[src/sv/reap_pkg.sv]
`timescale 1ns / 1ps
package reap_pkg;

	localparam int CFG_IDX_W  = 4;
	localparam int CFG_DATA_W = 16;

	// register indexes on the configuration port
	localparam logic [CFG_IDX_W-1:0] REG_LOWER_BOUND    = 4'd0;
	localparam logic [CFG_IDX_W-1:0] REG_UPPER_BOUND    = 4'd1;
	localparam logic [CFG_IDX_W-1:0] REG_STEP           = 4'd2;
	localparam logic [CFG_IDX_W-1:0] REG_FAST_STEP      = 4'd3;
	localparam logic [CFG_IDX_W-1:0] REG_WRAP_ENABLE    = 4'd4;
	localparam logic [CFG_IDX_W-1:0] REG_FAST_WINDOW_MS = 4'd5;
	localparam logic [CFG_IDX_W-1:0] REG_OVER_PRESS_MS  = 4'd6;
	localparam logic [CFG_IDX_W-1:0] REG_START_POSITION = 4'd7;

	localparam logic signed [15:0] RST_LOWER_BOUND    = -16'sd32767;
	localparam logic signed [15:0] RST_UPPER_BOUND    = 16'sd32766;
	localparam logic [7:0]         RST_STEP           = 8'd1;
	localparam logic [7:0]         RST_FAST_STEP      = 8'd1;
	localparam logic [15:0]        RST_FAST_WINDOW_MS = 16'd300;
	localparam logic [15:0]        RST_OVER_PRESS_MS  = 16'd1000;

	typedef struct packed {
		logic        a_level;
		logic        b_level;
		logic [31:0] time_ms;
	} in_beat_t;

	typedef struct packed {
		logic signed [15:0] position;
		logic               moved;
	} out_beat_t;

	typedef struct packed {
		logic signed [15:0] lower_bound;
		logic signed [15:0] upper_bound;
		logic [7:0]         step;
		logic [7:0]         fast_step;
		logic               wrap_enable;
		logic [15:0]        fast_window_ms;
		logic [15:0]        over_press_ms;
		logic signed [15:0] start_position;
	} cfg_t;

	typedef struct packed {
		logic [31:0]        press_time;
		logic               press_pending;
		logic [31:0]        last_move_time;
		logic               reverse_dir;
		logic signed [15:0] position;
	} enc_state_t;

endpackage

[src/sv/rotary_encoder_position_accel_core.sv]
`timescale 1ns / 1ps
// channel  | signals                          | direction
// ---------+----------------------------------+----------
// input    | in_valid, in_stall, in_data      | in
// output   | out_valid, out_stall, out_data   | out
// config   | cfg_we, cfg_index, cfg_data      | in
//
// one result beat per input beat, passed through the input register and then the
// result register; one beat is taken every cycle when not stalled.
// the state update (age compares, step add and bound test) is combinational and
// sits between the input register and the result register.
// reset clears control state and loads register reset values.
// a stall on the output holds the result; the input register then holds and
// in_stall rises only while it is full and cannot move on.
module rotary_encoder_position_accel_core (
	input  logic                                clk,
	input  logic                                arst_n,
	input  logic                                in_valid,
	output logic                                in_stall,
	input  reap_pkg::in_beat_t                  in_data,
	output logic                                out_valid,
	input  logic                                out_stall,
	output reap_pkg::out_beat_t                 out_data,
	input  logic                                cfg_we,
	input  logic [reap_pkg::CFG_IDX_W-1:0]      cfg_index,
	input  logic [reap_pkg::CFG_DATA_W-1:0]     cfg_data
);
	import reap_pkg::*;

	logic       valid_s1;
	in_beat_t   item_s1;
	logic       valid_s2;
	out_beat_t  res_s2;
	cfg_t       cfg_q;
	enc_state_t st_q;
	enc_state_t st_nxt;
	out_beat_t  res_nxt;
	logic       advance;
	logic       start_ok;

	assign advance   = valid_s1 && (!valid_s2 || !out_stall);
	assign in_stall  = valid_s1 && !advance;
	assign out_valid = valid_s2;
	assign out_data  = res_s2;

	assign start_ok = ($signed(cfg_data) >= cfg_q.lower_bound) &&
	                  ($signed(cfg_data) <= cfg_q.upper_bound);

	reap_step u_step (
		.cfg  (cfg_q),
		.cur  (st_q),
		.item (item_s1),
		.nxt  (st_nxt),
		.res  (res_nxt)
	);

	always_ff @(posedge clk or negedge arst_n) begin
		if (!arst_n) begin
			valid_s1 <= 1'b0;
		end else if (!in_stall) begin
			valid_s1 <= in_valid;
		end
	end

	always_ff @(posedge clk) begin
		if (in_valid && !in_stall) begin
			item_s1 <= in_data;
		end
	end

	always_ff @(posedge clk or negedge arst_n) begin
		if (!arst_n) begin
			valid_s2 <= 1'b0;
		end else if (advance) begin
			valid_s2 <= 1'b1;
		end else if (!out_stall) begin
			valid_s2 <= 1'b0;
		end
	end

	always_ff @(posedge clk) begin
		if (advance) begin
			res_s2 <= res_nxt;
		end
	end

	always_ff @(posedge clk or negedge arst_n) begin
		if (!arst_n) begin
			st_q <= '0;
		end else if (advance) begin
			st_q <= st_nxt;
		end else if (cfg_we && (cfg_index == REG_START_POSITION) && start_ok) begin
			st_q.position <= $signed(cfg_data);
		end
	end

	always_ff @(posedge clk or negedge arst_n) begin
		if (!arst_n) begin
			cfg_q.lower_bound    <= RST_LOWER_BOUND;
			cfg_q.upper_bound    <= RST_UPPER_BOUND;
			cfg_q.step           <= RST_STEP;
			cfg_q.fast_step      <= RST_FAST_STEP;
			cfg_q.wrap_enable    <= 1'b0;
			cfg_q.fast_window_ms <= RST_FAST_WINDOW_MS;
			cfg_q.over_press_ms  <= RST_OVER_PRESS_MS;
			cfg_q.start_position <= '0;
		end else if (cfg_we) begin
			case (cfg_index)
				REG_LOWER_BOUND:    cfg_q.lower_bound    <= $signed(cfg_data);
				REG_UPPER_BOUND:    cfg_q.upper_bound    <= $signed(cfg_data);
				REG_STEP:           cfg_q.step           <= cfg_data[7:0];
				REG_FAST_STEP:      cfg_q.fast_step      <= cfg_data[7:0];
				REG_WRAP_ENABLE:    cfg_q.wrap_enable    <= cfg_data[0];
				REG_FAST_WINDOW_MS: cfg_q.fast_window_ms <= cfg_data;
				REG_OVER_PRESS_MS:  cfg_q.over_press_ms  <= cfg_data;
				REG_START_POSITION: cfg_q.start_position <= $signed(cfg_data);
				default: ;
			endcase
		end
	end

	// after an advance, the result beat shows the position that the state then holds
	a_res_matches_state: assert property (@(posedge clk) disable iff (!arst_n)
		advance |=> (out_valid && (out_data.position == st_q.position)))
		else $error("result position differs from held position");

	// no pending press leaves a stale timestamp behind
	a_idle_press_clear: assert property (@(posedge clk) disable iff (!arst_n)
		!st_q.press_pending |-> (st_q.press_time == 32'd0))
		else $error("press time set without a pending press");

	// an empty input register never stalls the input
	a_no_false_stall: assert property (@(posedge clk) disable iff (!arst_n)
		!valid_s1 |-> !in_stall)
		else $error("input stalled while input register is empty");

	// a stalled input register means the result register is full and held
	a_stall_cause: assert property (@(posedge clk) disable iff (!arst_n)
		in_stall |-> (valid_s2 && out_stall))
		else $error("input stalled without an output stall");

endmodule

[src/sv/reap_step.sv]
`timescale 1ns / 1ps
module reap_step (
	input  reap_pkg::cfg_t       cfg,
	input  reap_pkg::enc_state_t cur,
	input  reap_pkg::in_beat_t   item,
	output reap_pkg::enc_state_t nxt,
	output reap_pkg::out_beat_t  res
);
	import reap_pkg::*;

	logic [31:0]        press_age;
	logic [31:0]        move_age;
	logic [31:0]        over_ms;
	logic [7:0]         inc;
	logic [7:0]         max_step;
	logic signed [17:0] pos_w;
	logic signed [17:0] inc_w;
	logic signed [17:0] lo_w;
	logic signed [17:0] hi_w;
	logic signed [17:0] p_sum;
	logic signed [17:0] p_up;
	logic signed [17:0] p_fin;

	assign press_age = item.time_ms - cur.press_time;
	assign move_age  = item.time_ms - cur.last_move_time;
	assign over_ms   = {16'd0, cfg.over_press_ms};
	assign max_step  = (cfg.fast_step > cfg.step) ? cfg.fast_step : cfg.step;
	assign inc       = (move_age < {16'd0, cfg.fast_window_ms}) ? max_step : cfg.step;

	// position math at 18 bits so nothing overflows near the limits
	assign pos_w = {{2{cur.position[15]}}, cur.position};
	assign inc_w = signed'({10'd0, inc});
	assign lo_w  = {{2{cfg.lower_bound[15]}}, cfg.lower_bound};
	assign hi_w  = {{2{cfg.upper_bound[15]}}, cfg.upper_bound};
	assign p_sum = cur.reverse_dir ? (pos_w - inc_w) : (pos_w + inc_w);

	// upper test first, lower test on its result
	always_comb begin
		p_up = p_sum;
		if (p_sum > hi_w) begin
			p_up = cfg.wrap_enable ? lo_w : hi_w;
		end
		p_fin = p_up;
		if (p_up < lo_w) begin
			p_fin = cfg.wrap_enable ? hi_w : lo_w;
		end
	end

	always_comb begin
		nxt = cur;
		if (!item.a_level) begin
			if (!cur.press_pending || (press_age > over_ms)) begin
				nxt.press_time    = item.time_ms;
				nxt.press_pending = 1'b1;
				nxt.reverse_dir   = item.b_level;
			end
		end else if (cur.press_pending) begin
			if (press_age < over_ms) begin
				nxt.last_move_time = item.time_ms;
				nxt.position       = p_fin[15:0];
			end
			nxt.press_pending = 1'b0;
			nxt.press_time    = 32'd0;
		end
		res.position = nxt.position;
		res.moved    = (nxt.position != cur.position);
	end

endmodule
[config.mk]
export PLATFORM = sky130hd
export DESIGN_NAME = rotary_encoder_position_accel_core
export DESIGN_NICKNAME = d
export VERILOG_FILES = /design/src/sv/reap_pkg.sv /design/src/sv/rotary_encoder_position_accel_core.sv /design/src/sv/reap_step.sv
export SDC_FILE = /design/constraint.sdc
export NUM_CORES = 1
export LEC_CHECK = 0
export BUFFER_PORTS_ARGS = -buffer_cell sky130_fd_sc_hd__buf_2
export CORE_UTILIZATION = 62
export CTS_CLUSTER_DIAMETER = 50
export DETAILED_ROUTE_END_ITERATION = 7
export PLACE_DENSITY = 0.8
export SLEW_MARGIN = 40
export SYNTH_ARGS = -nofsm -noshare
export SYNTH_HDL_FRONTEND = slang
export SYNTH_SLANG_ARGS = --single-unit
[constraint.sdc]
create_clock -name clk -period 24.2 [get_ports clk]
set_input_delay 2.42 -clock clk [delete_from_list [all_inputs] [get_ports clk]]
set_output_delay 2.42 -clock clk [all_outputs]
set_load 0.005 [all_outputs]
==> results of run 1 <==
## cells in the final DEF (no fill, tap or decap), types with 9 or more instances in the layout
master	netlist	routed
and3_1	12	12
dfrtp_1	137	137
xnor2_1	60	60
a21oi_1	102	102
o21a_1	25	25
nor3_1	28	28
a22o_1	33	32
o21bai_1	16	15
and2_1	13	11
nand2_1	140	140
a21oi_2	12	12
a31oi_1	15	15
mux2i_1	29	29
or3_1	12	12
clkbuf_16	0	30
dfstp_2	28	28
nand4_1	31	31
nor4_1	16	16
buf_2	11	76
edfxtp_1	51	51
ha_1	185	185
nor2_1	116	115
nand3_1	27	27
inv_1	191	190
o211ai_1	9	9
a211oi_1	15	15
a21o_1	48	48
o21ai_0	121	121
mux2_1	11	11
nor2b_1	24	24
nand2b_1	19	19
o22ai_1	23	23
xor2_1	22	22
mux2_2	85	85
## flip-flops by register name (all words and copies together) (netlist names)
| name | count |
|---|---|
| cfg_q | 81 |
| out_valid | 1 |
| out_data | 17 |
| st_q | 82 |
| valid_s1 | 1 |
| item_s1 | 34 |
## worst reg2reg max path: cells and delay by family, from the launching register on
kind | cells | cell delay, ns
mux | 1 | 0.46
flops | 1 | 0.48
fa+ha+maj | 6 | 1.76
compound gates | 19 | 5.41
simple gates | 19 | 4.41
xor+xnor | 5 | 0.92
buf+inv | 2 | 0.17
## metrics by stage
stage / hold slack, ns / cells / utilization / power, mW / setup slack, ns
floorplan: 0.454 / 1828 / - / 1.31 / 12.15
global placement: 0.465 / 2189 / 0.662 / 1.57 / 10.62
detailed placement: 0.476 / 2191 / 0.664 / 1.60 / 10.52
CTS: 0.490 / 2243 / 0.702 / 2.04 / 10.51
global route: 0.511 / 2245 / 0.703 / 2.20 / 9.36
finish: 0.485 / 2245 / 0.703 / 2.06 / 10.29
## report_power, final
group	leakage, nW	internal, mW	switching, mW
registers	2.44	0.438	0.0506
clock network	0.495	0.270	0.172
logic	5.31	0.455	0.679
total	8.25	1.16	0.902
## area by class of cell
class / instances / area [um^2] / area share
sequential: 216 / 5700 / 0.308
tap: 335 / 419 / 0.0227
clock buffer: 36 / 803 / 0.0435
clock inverter: 16 / 198 / 0.0107
timing repair buffer: 88 / 526 / 0.0284
inverter: 191 / 717 / 0.0388
multi-input combinational: 1363 / 10100 / 0.548
## per-layer routing
metal | part of all wire | up-vias
li1 | - | 6747
met4 | 0.055 | 0
met1 | 0.41 | 6902
met2 | 0.49 | 466
met5 | 0 | -
met3 | 0.049 | 139
## worst max path at each step
stage | end | cells after the start
finish | out_data[0] | 52
global route | out_data[0] | 54
CTS | out_data[0] | 52
detailed placement | out_data[0] | 54
global placement | out_data[0] | 54
floorplan | out_data[0] | 55
## kinds of logic after synthesis
group	count (synthesis)
muxes	126
adders and majority gates	188
AOI/OAI and AO/OA	492
DFF	216
and+or+nand+nor	475
xor gates and xnor gates	82
buffers and inverters	249
==> qor.txt, run 1 <==
Post-synth EDFFs - 51
Finished Cell Area - 18500 um^2
post-synthesis cell type count - 78
I/O Buffers - 77
Clock Skews - 0.0210 ns
Final Cycle Share - 0.575
reg2reg path depth - 52
WL/cell - 21.0 um
CP top delay family - compound AO/OA/AOI/OAI gates
CTS tree - done
reg-to-reg slack, setup - 10.29 ns
Final Wtd Congestion - 1.00
Clock Sinks - 216
Max VDD drop - 0.0716 mV
top-count cell post-synth - inv_1
worst r2r src - item_s1[1]
RSZ-0062 raised after global routing - false
M3 GR Usage - 0.0327
Hold/Removal Path Class - flop to flop
static leakage - 8.25 nW
Reg clk slew, reported paths - 0.06 ns
Gate Count Post-Synth - 1828
Diodes inserted - 0
failing checks - design-rule violations
Setup Buffers After CTS - 0
pwr dens - 112 nW/um^2
slowest CP cell - o221a_2
IO Pins - 78
Final Hold Fails - 0
routed wire length - 47200 um
Setup crit start - item_s1[1]
max cap viols - 0
first-pass GRT wire length - 74500 um
CP Class - flop to flop
Clk Latency, worst-skew pair - 0.56 ns
met2 usage - 0.603
Post-Synth Simple-Gate Area - 0.140
main flop type after synthesis - dfrtp_1
Max-slew headroom - 0.454
GRT Overall Usage - 0.341
CP arrival - 14.20 ns
Min-Delay Startpoint - item_s1[32]
number of global-route vias before repair - 14213
post-cts sizing count - 0
share of layout cells above drive strength 1 - 0.152
most used cell, CP - ha_1
Post-DP HPWL - 36400 um
via/cell ratio - 6.35
core box area - 26300 um^2
GR peak layer - met2
Peak Freq - 71.9 MHz
post-synth top area share - 0.205
Async SR Flop Fraction - 0.764
Crit Reg-Reg Endpoint - out_data[0]
syn_nets - 2075
status - finished, violations left
1st-pass router iterations - 8
Final min period - 13.91 ns
starting density of the core - 0.637
chip width - 166 um
met1 global-route usage - 0.416
detailed-route DRC error count - 6
sequential element share of the synthesized area - 0.340
clock buffer depth - 3
synthesized cell area - 16700 um^2
mux share of post-synthesis cell area - 0.0833
total global routing overflow - 0
nets@finish - 2135
drt first-iter violations - 1098
max incr delay on CP - 0.70 ns
top area cells in the synthesized netlist - dfrtp_1, ha_1, edfxtp_1, mux2_2, dfstp_2
Max Transition Viols Final - 0
largest net degree at the start of global routing - 109
Max FO, Critical Path - 35
hold endpoint - st_q[16]
Die Span Y - 166 um
Syn-to-layout area delta - 10.4%
CP Buf/Inv Count - 2
startpoint types - flop
Vias - 14254
Root Driver - clkbuf_16
Yosys reg bits - 216
Filler cells - 2006
Mean Syn Cell Area - 9.16 um^2
Hold Path Cell Cnt - 1
total CTS buffers - 28
setup TNS - 0 ns
XOR/XNOR share of the synthesized area - 0.0429
crit end category - flop
initial antenna violation count - 0
Placed Area - 17400 um^2
row count - 59
Final ANT Viol Nets - 0
data required time at the worst endpoint - 24.49 ns
hold buffers post-CTS - 0
YS warnings - 0
fraction of the mapped netlist area in compound gates - 0.194
Worst Tran Pin Value - 0.818 ns
# setup viols final - 0
Post-synth top cells - inv_1, ha_1, nand2_1, dfrtp_1, o21ai_0
# H-tree levels - 1
Synth Area in Adders - 0.142
post-synth top area cell - dfrtp_1
die area - 27700 um^2
largest family of logic cells by synthesized area - compound AO/OA/AOI/OAI gates
No activity file was read; power rests on OpenSTA's default activity.
==> run 2, diff against run 1 <==
--- a/config.mk
+++ b/config.mk
@@ -6,10 +6,10 @@
 export NUM_CORES = 1
 export LEC_CHECK = 0
 export BUFFER_PORTS_ARGS = -buffer_cell sky130_fd_sc_hd__buf_2
-export CORE_UTILIZATION = 62
+export CORE_UTILIZATION = 57
 export CTS_CLUSTER_DIAMETER = 50
 export DETAILED_ROUTE_END_ITERATION = 7
-export PLACE_DENSITY = 0.8
+export PLACE_DENSITY = 0.78
 export SLEW_MARGIN = 40
 export SYNTH_ARGS = -nofsm -noshare
 export SYNTH_HDL_FRONTEND = slang
==> constraint.sdc (replaced) <==
create_clock -name clk -period 11.8 [get_ports clk]
set_input_delay 1.18 -clock clk [delete_from_list [all_inputs] [get_ports clk]]
set_output_delay 1.18 -clock clk [all_outputs]
set_load 0.005 [all_outputs]
==> run 2 against run 1 <==
The run now ends clean. Setup slack got worse by 10 ns. Sequential power rose by 100%. Sequential share of layout area down 1.9 points. Clock skew down 0.0023 ns. Maximum frequency up 20%. Flip-flop and latch count unchanged. Via count grew 2.3%. Critical path depth is 4 higher. Largest power group unchanged.
==> qor.txt, run 2 (synthesis gave the netlist of run 1 again) <==
static leakage - 8.81 nW
CP Buf/Inv Count - 5
crit end category - flop
internal power - 2.86 mW
pwr dens - 255 nW/um^2
Root Driver - clkbuf_16
Max-slew headroom - 0.450
Clock Sinks - 216
CP top delay family - compound AO/OA/AOI/OAI gates
I/O Buffers - 77
routed wire length - 49600 um
first-pass GRT wire length - 76600 um
die area - 30100 um^2
reg-to-reg slack, setup - 0.17 ns
hold endpoint - st_q[16]
starting density of the core - 0.582
Max Transition Viols Final - 0
WL/cell - 20.7 um
Biggest register - st_q
status - complete, no violations
setup TNS - 0 ns
Reg power frac - 0.199
switching power - 2.16 mW
chip width - 173 um
startpoint types - flop
most used cell, CP - nand2_1
Max FO, Critical Path - 6
GRT Overall Usage - 0.325
Min-Delay Startpoint - item_s1[32]
detailed-route DRC error count - 0
Placed Area - 18000 um^2
Reg clk slew, reported paths - 0.06 ns
largest net degree at the start of global routing - 105
Vias - 14583
# setup viols final - 0
Final Wtd Congestion - 0.956
Peak Freq - 86.0 MHz
most common cell after layout, fill and taps aside - inv_1
core box area - 28800 um^2
total CTS buffers - 31
IO Pins - 78
via/cell ratio - 6.09
number of global-route vias before repair - 14366
max cap viols - 0
total global routing overflow - 0
1st-pass router iterations - 6
Final Cycle Share - 0.986
Hold Path Cell Cnt - 1
Fin Hold WS - 0.478 ns
nets@finish - 2232
slowest CP cell - edfxtp_1
Clk Latency, worst-skew pair - 0.59 ns
Max VDD drop - 0.230 mV
sw frac - 0.430
Clock Skews - 0.0187 ns
Syn-to-layout area delta - 17.7%
Crit Reg-Reg Endpoint - out_data[0]
worst r2r src - item_s1[8]
multi-input logic area - 10500 um^2
row count - 62
Finished Cell Area - 19700 um^2
CP Class - flop to flop
most frequent cells in the layout - inv_1, ha_1, nand2_1
share of layout cells above drive strength 1 - 0.227
Final ANT Viol Nets - 0
clock buffer depth - 3
Clk pwr share - 0.181
Reg area - 5700 um^2
Crit. path cell count - 56
Final Hold Fails - 0
# H-tree levels - 1
Die Span Y - 173 um
max incr delay on CP - 0.40 ns
top flop regs - st_q x82, cfg_q x81, item_s1 x34
Place WS - -0.329 ns
data required time at the worst endpoint - 12.10 ns
Post-DP HPWL - 37900 um
Hold/Removal Path Class - flop to flop
max reg flops - 82
drt first-iter violations - 1079
Diodes inserted - 0
initial antenna violation count - 1
Final min period - 11.63 ns
Worst Tran Pin Value - 0.805 ns
CP arrival - 11.93 ns
Filler cells - 2287
combinational power share - 0.620
CTS tree - done
Final WS setup - 0.166 ns
reg2reg path depth - 56
==> run 2: how the worst max path moves through the flow <==
stage / slack, ns / startpoint / to
finish: 0.17 / item_s1[8] / out_data[0]
global route: -0.27 / item_s1[8] / out_data[0]
CTS: 0.008 / item_s1[1] / out_data[0]
detailed placement: -0.33 / item_s1[1] / out_data[0]
global placement: 0.07 / item_s1[1] / out_data[0]
floorplan: 0.04 / item_s1[5] / out_data[0]
==> run 2: power groups by stage <==
stage               sequential (mW)  combinational, mW  clock [mW]
detailed placement             1.00               2.55           0
finish                        0.996               3.11       0.909
floorplan                     0.970               1.73           0
CTS                           0.991               2.60       0.924
global placement              0.998               2.50           0
global route                   1.01               3.35       0.949
==> run 2: layer usage <==
metal | GRT usage | wire length (um)
met3 | 0.0307 | 2180
met5 | 0 | 0
met2 | 0.587 | 24800
met1 | 0.394 | 20000
met4 | 0.138 | 2580
==> run 2: repair_timing <==
item / 4_1_cts / 5_1_grt
pin swaps: 6 / 35
setup endpoints to repair: 1 / 31
gates resized for setup: 13 / 83
buffers inserted: 1 / 21
cloned: 0 / 1
endpoints found under the hold margin: 0 / 0
hold buffers: 0 / 0
==> run 2: area by class of cell <==
cell class / instances / share of cell area
tap: 384 / 0.0244
timing repair buffer: 182 / 0.0637
multi-input combinational: 1363 / 0.534
inverter: 191 / 0.0364
clock inverter: 25 / 0.0124
sequential: 216 / 0.289
clock buffer: 33 / 0.0397
==> run 2: metrics by stage <==
stage	std cells	utilization	total power, mW
final	2394	0.685	5.02
after global routing	2394	0.685	5.31
after CTS	2371	0.664	4.52
after detailed placement	2312	0.626	3.55
after global placement	2311	0.626	3.50
after floorplan	1828	-	2.70
==> run 3, diff against run 2 <==
--- a/config.mk
+++ b/config.mk
@@ -6,11 +6,12 @@
 export NUM_CORES = 1
 export LEC_CHECK = 0
 export BUFFER_PORTS_ARGS = -buffer_cell sky130_fd_sc_hd__buf_2
-export CORE_UTILIZATION = 57
+export CORE_UTILIZATION = 58
 export CTS_CLUSTER_DIAMETER = 50
 export DETAILED_ROUTE_END_ITERATION = 7
-export PLACE_DENSITY = 0.78
+export PLACE_DENSITY = 0.79
 export SLEW_MARGIN = 40
 export SYNTH_ARGS = -nofsm -noshare
 export SYNTH_HDL_FRONTEND = slang
+export SYNTH_HIERARCHICAL = 1
 export SYNTH_SLANG_ARGS = --single-unit
==> run 3 against run 2 <==
Synthesized cell count rose by 23%. Critical path depth up 8. Clock skew is 0.00091 ns lower. Register-to-register slack lost 0.28 ns. The flow now finishes with violations (negative setup slack). Largest cell class unchanged. Critical endpoint unchanged. Area after synthesis grew 12%. Final area grew 14%. Via count up 22%. Maximum frequency is 2.4% lower. Global-route usage rose by 2.1 points. Setup slack worse by 0.28 ns.
==> qor.txt, run 3 <==
drt first-iter violations - 1352
nets@finish - 2678
GRT Overall Usage - 0.345
clock buffer depth - 3
Final WS setup - -0.118 ns
I/O Buffers - 77
Die Span Y - 182 um
top flop regs - st_q x82, cfg_q x81, item_s1 x34
status - finished, violations left
detailed-route DRC error count - 0
Hold/Removal Path Class - flop to flop
largest net degree at the start of global routing - 93
# setup viols final - 3
YS warnings - 6
Clk Latency, worst-skew pair - 0.56 ns
Clock Skews - 0.0178 ns
Final min period - 11.92 ns
total global routing overflow - 0
Diodes inserted - 0
# H-tree levels - 1
Worst Tran Pin Value - 0.877 ns
IO Pins - 78
Mean Syn Cell Area - 8.38 um^2
syn_nets - 2493
CTS tree - done
share of layout cells above drive strength 1 - 0.218
Max-slew headroom - 0.414
most used cell, CP - buf_4
WL/cell - 20.6 um
Non-Filler Instances - 2857
core box area - 31700 um^2
CP top delay family - compound AO/OA/AOI/OAI gates
row count - 65
starting density of the core - 0.594
RSZ-0062 raised after global routing - true
slowest CP cell - or4b_4
Layout Utilization - 0.706
Peak Freq - 83.9 MHz
Final Hold Fails - 0
routed wire length - 58900 um
most common cell after layout, fill and taps aside - nand2_1
Post-DP HPWL - 43200 um
crit end category - flop
first-pass GRT wire length - 91000 um
Fin Hold WS - 0.489 ns
most frequent cells in the layout - nand2_1, inv_1, ha_1
initial antenna violation count - 0
CP Class - flop to flop
total CTS buffers - 31
CP Buf/Inv Count - 16
chip width - 182 um
Final Wtd Congestion - 0.994
Final ANT Viol Nets - 0
max incr delay on CP - 0.54 ns
Vias - 17734
hold buffers post-CTS - 0
Syn-to-layout area delta - 18.9%
Final Cycle Share - 1.01
max cap viols - 0
startpoint types - flop
failing checks - negative setup slack
Reg clk slew, reported paths - 0.06 ns
Gate Count Post-Synth - 2246
Clock Sinks - 216
Root Driver - clkbuf_16
number of global-route vias before repair - 17096
1st-pass router iterations - 5
Max Transition Viols Final - 0
die area - 33200 um^2
Filler cells - 2453
data required time at the worst endpoint - 12.08 ns
Max FO, Critical Path - 6
Biggest register - st_q
synthesized cell area - 18800 um^2
CP arrival - 12.19 ns
via/cell ratio - 6.21
Cells after DPL - 2768
max reg flops - 82
[run 3: layout make-up]
class                   count  area, um^2  area share
clock inverters            21         203     0.00905
clock buffers              36         836      0.0373
inverters                 217         817      0.0365
multi-input cells        1704       12500       0.558
repair buffers            261        1830      0.0819
well taps                 402         503      0.0225
flip-flops and latches    216        5700       0.254
[run 3: worst paths after layout]
check / start / to / slack, ns / cells past startpoint
hold reg to reg: cfg_q[64] / cfg_q[64] / 0.49 / 2
setup / recovery: st_q[18] / out_data[0] / -0.12 / 64
setup reg to reg: st_q[18] / out_data[0] / -0.12 / 64
min in group asynchronous: arst_n / cfg_q[20] / 0.66 / 1
hold / removal: cfg_q[64] / cfg_q[64] / 0.49 / 2
max in group asynchronous: arst_n / st_q[16] / 9.97 / 2
[run 3: worst register-to-register path: cells and delay by family (launching register included)]
| kind | cells | cell delay (ns) |
|---|---|---|
| AOI/OAI and AO/OA | 19 | 3.30 |
| and+or+nand+nor | 16 | 3.06 |
| buffers and inverters | 16 | 1.81 |
| adders and majority gates | 6 | 1.45 |
| muxes | 4 | 1.00 |
| xor gates and xnor gates | 3 | 0.60 |
| DFF | 1 | 0.39 |
[run 3: stage by stage]
step / worst slack [ns] / TNS (ns) / area [um^2]
after floorplan: 0.000297 / 0 / 18800
after global placement: -0.188 / -0.633 / 20400
after detailed placement: -0.579 / -6.14 / 20400
after CTS: -0.00299 / -0.00299 / 21600
after global routing: -0.610 / -4.41 / 22400
final: -0.118 / -0.194 / 22400
[run 3: routing by layer]
layer,GRT usage,wire length [um],vias up
li1,-,-,8281
met1,0.454,24600,8538
met2,0.570,27300,759
met3,0.0409,4040,156
met4,0.161,2960,0
met5,0,0,-
[run 3: repair_timing]
action | in CTS | in global routing
resized for setup | 24 | 130
pin swaps | 9 | 50
endpoints found under the setup margin | 31 | 33
endpoints found under the hold margin | 0 | 0
gates cloned | 0 | 2
buffers inserted | 7 | 23
Power of run 3 is not shown: default switching activity piles up to over one toggle a cycle in this logic, so the estimate is an artifact.
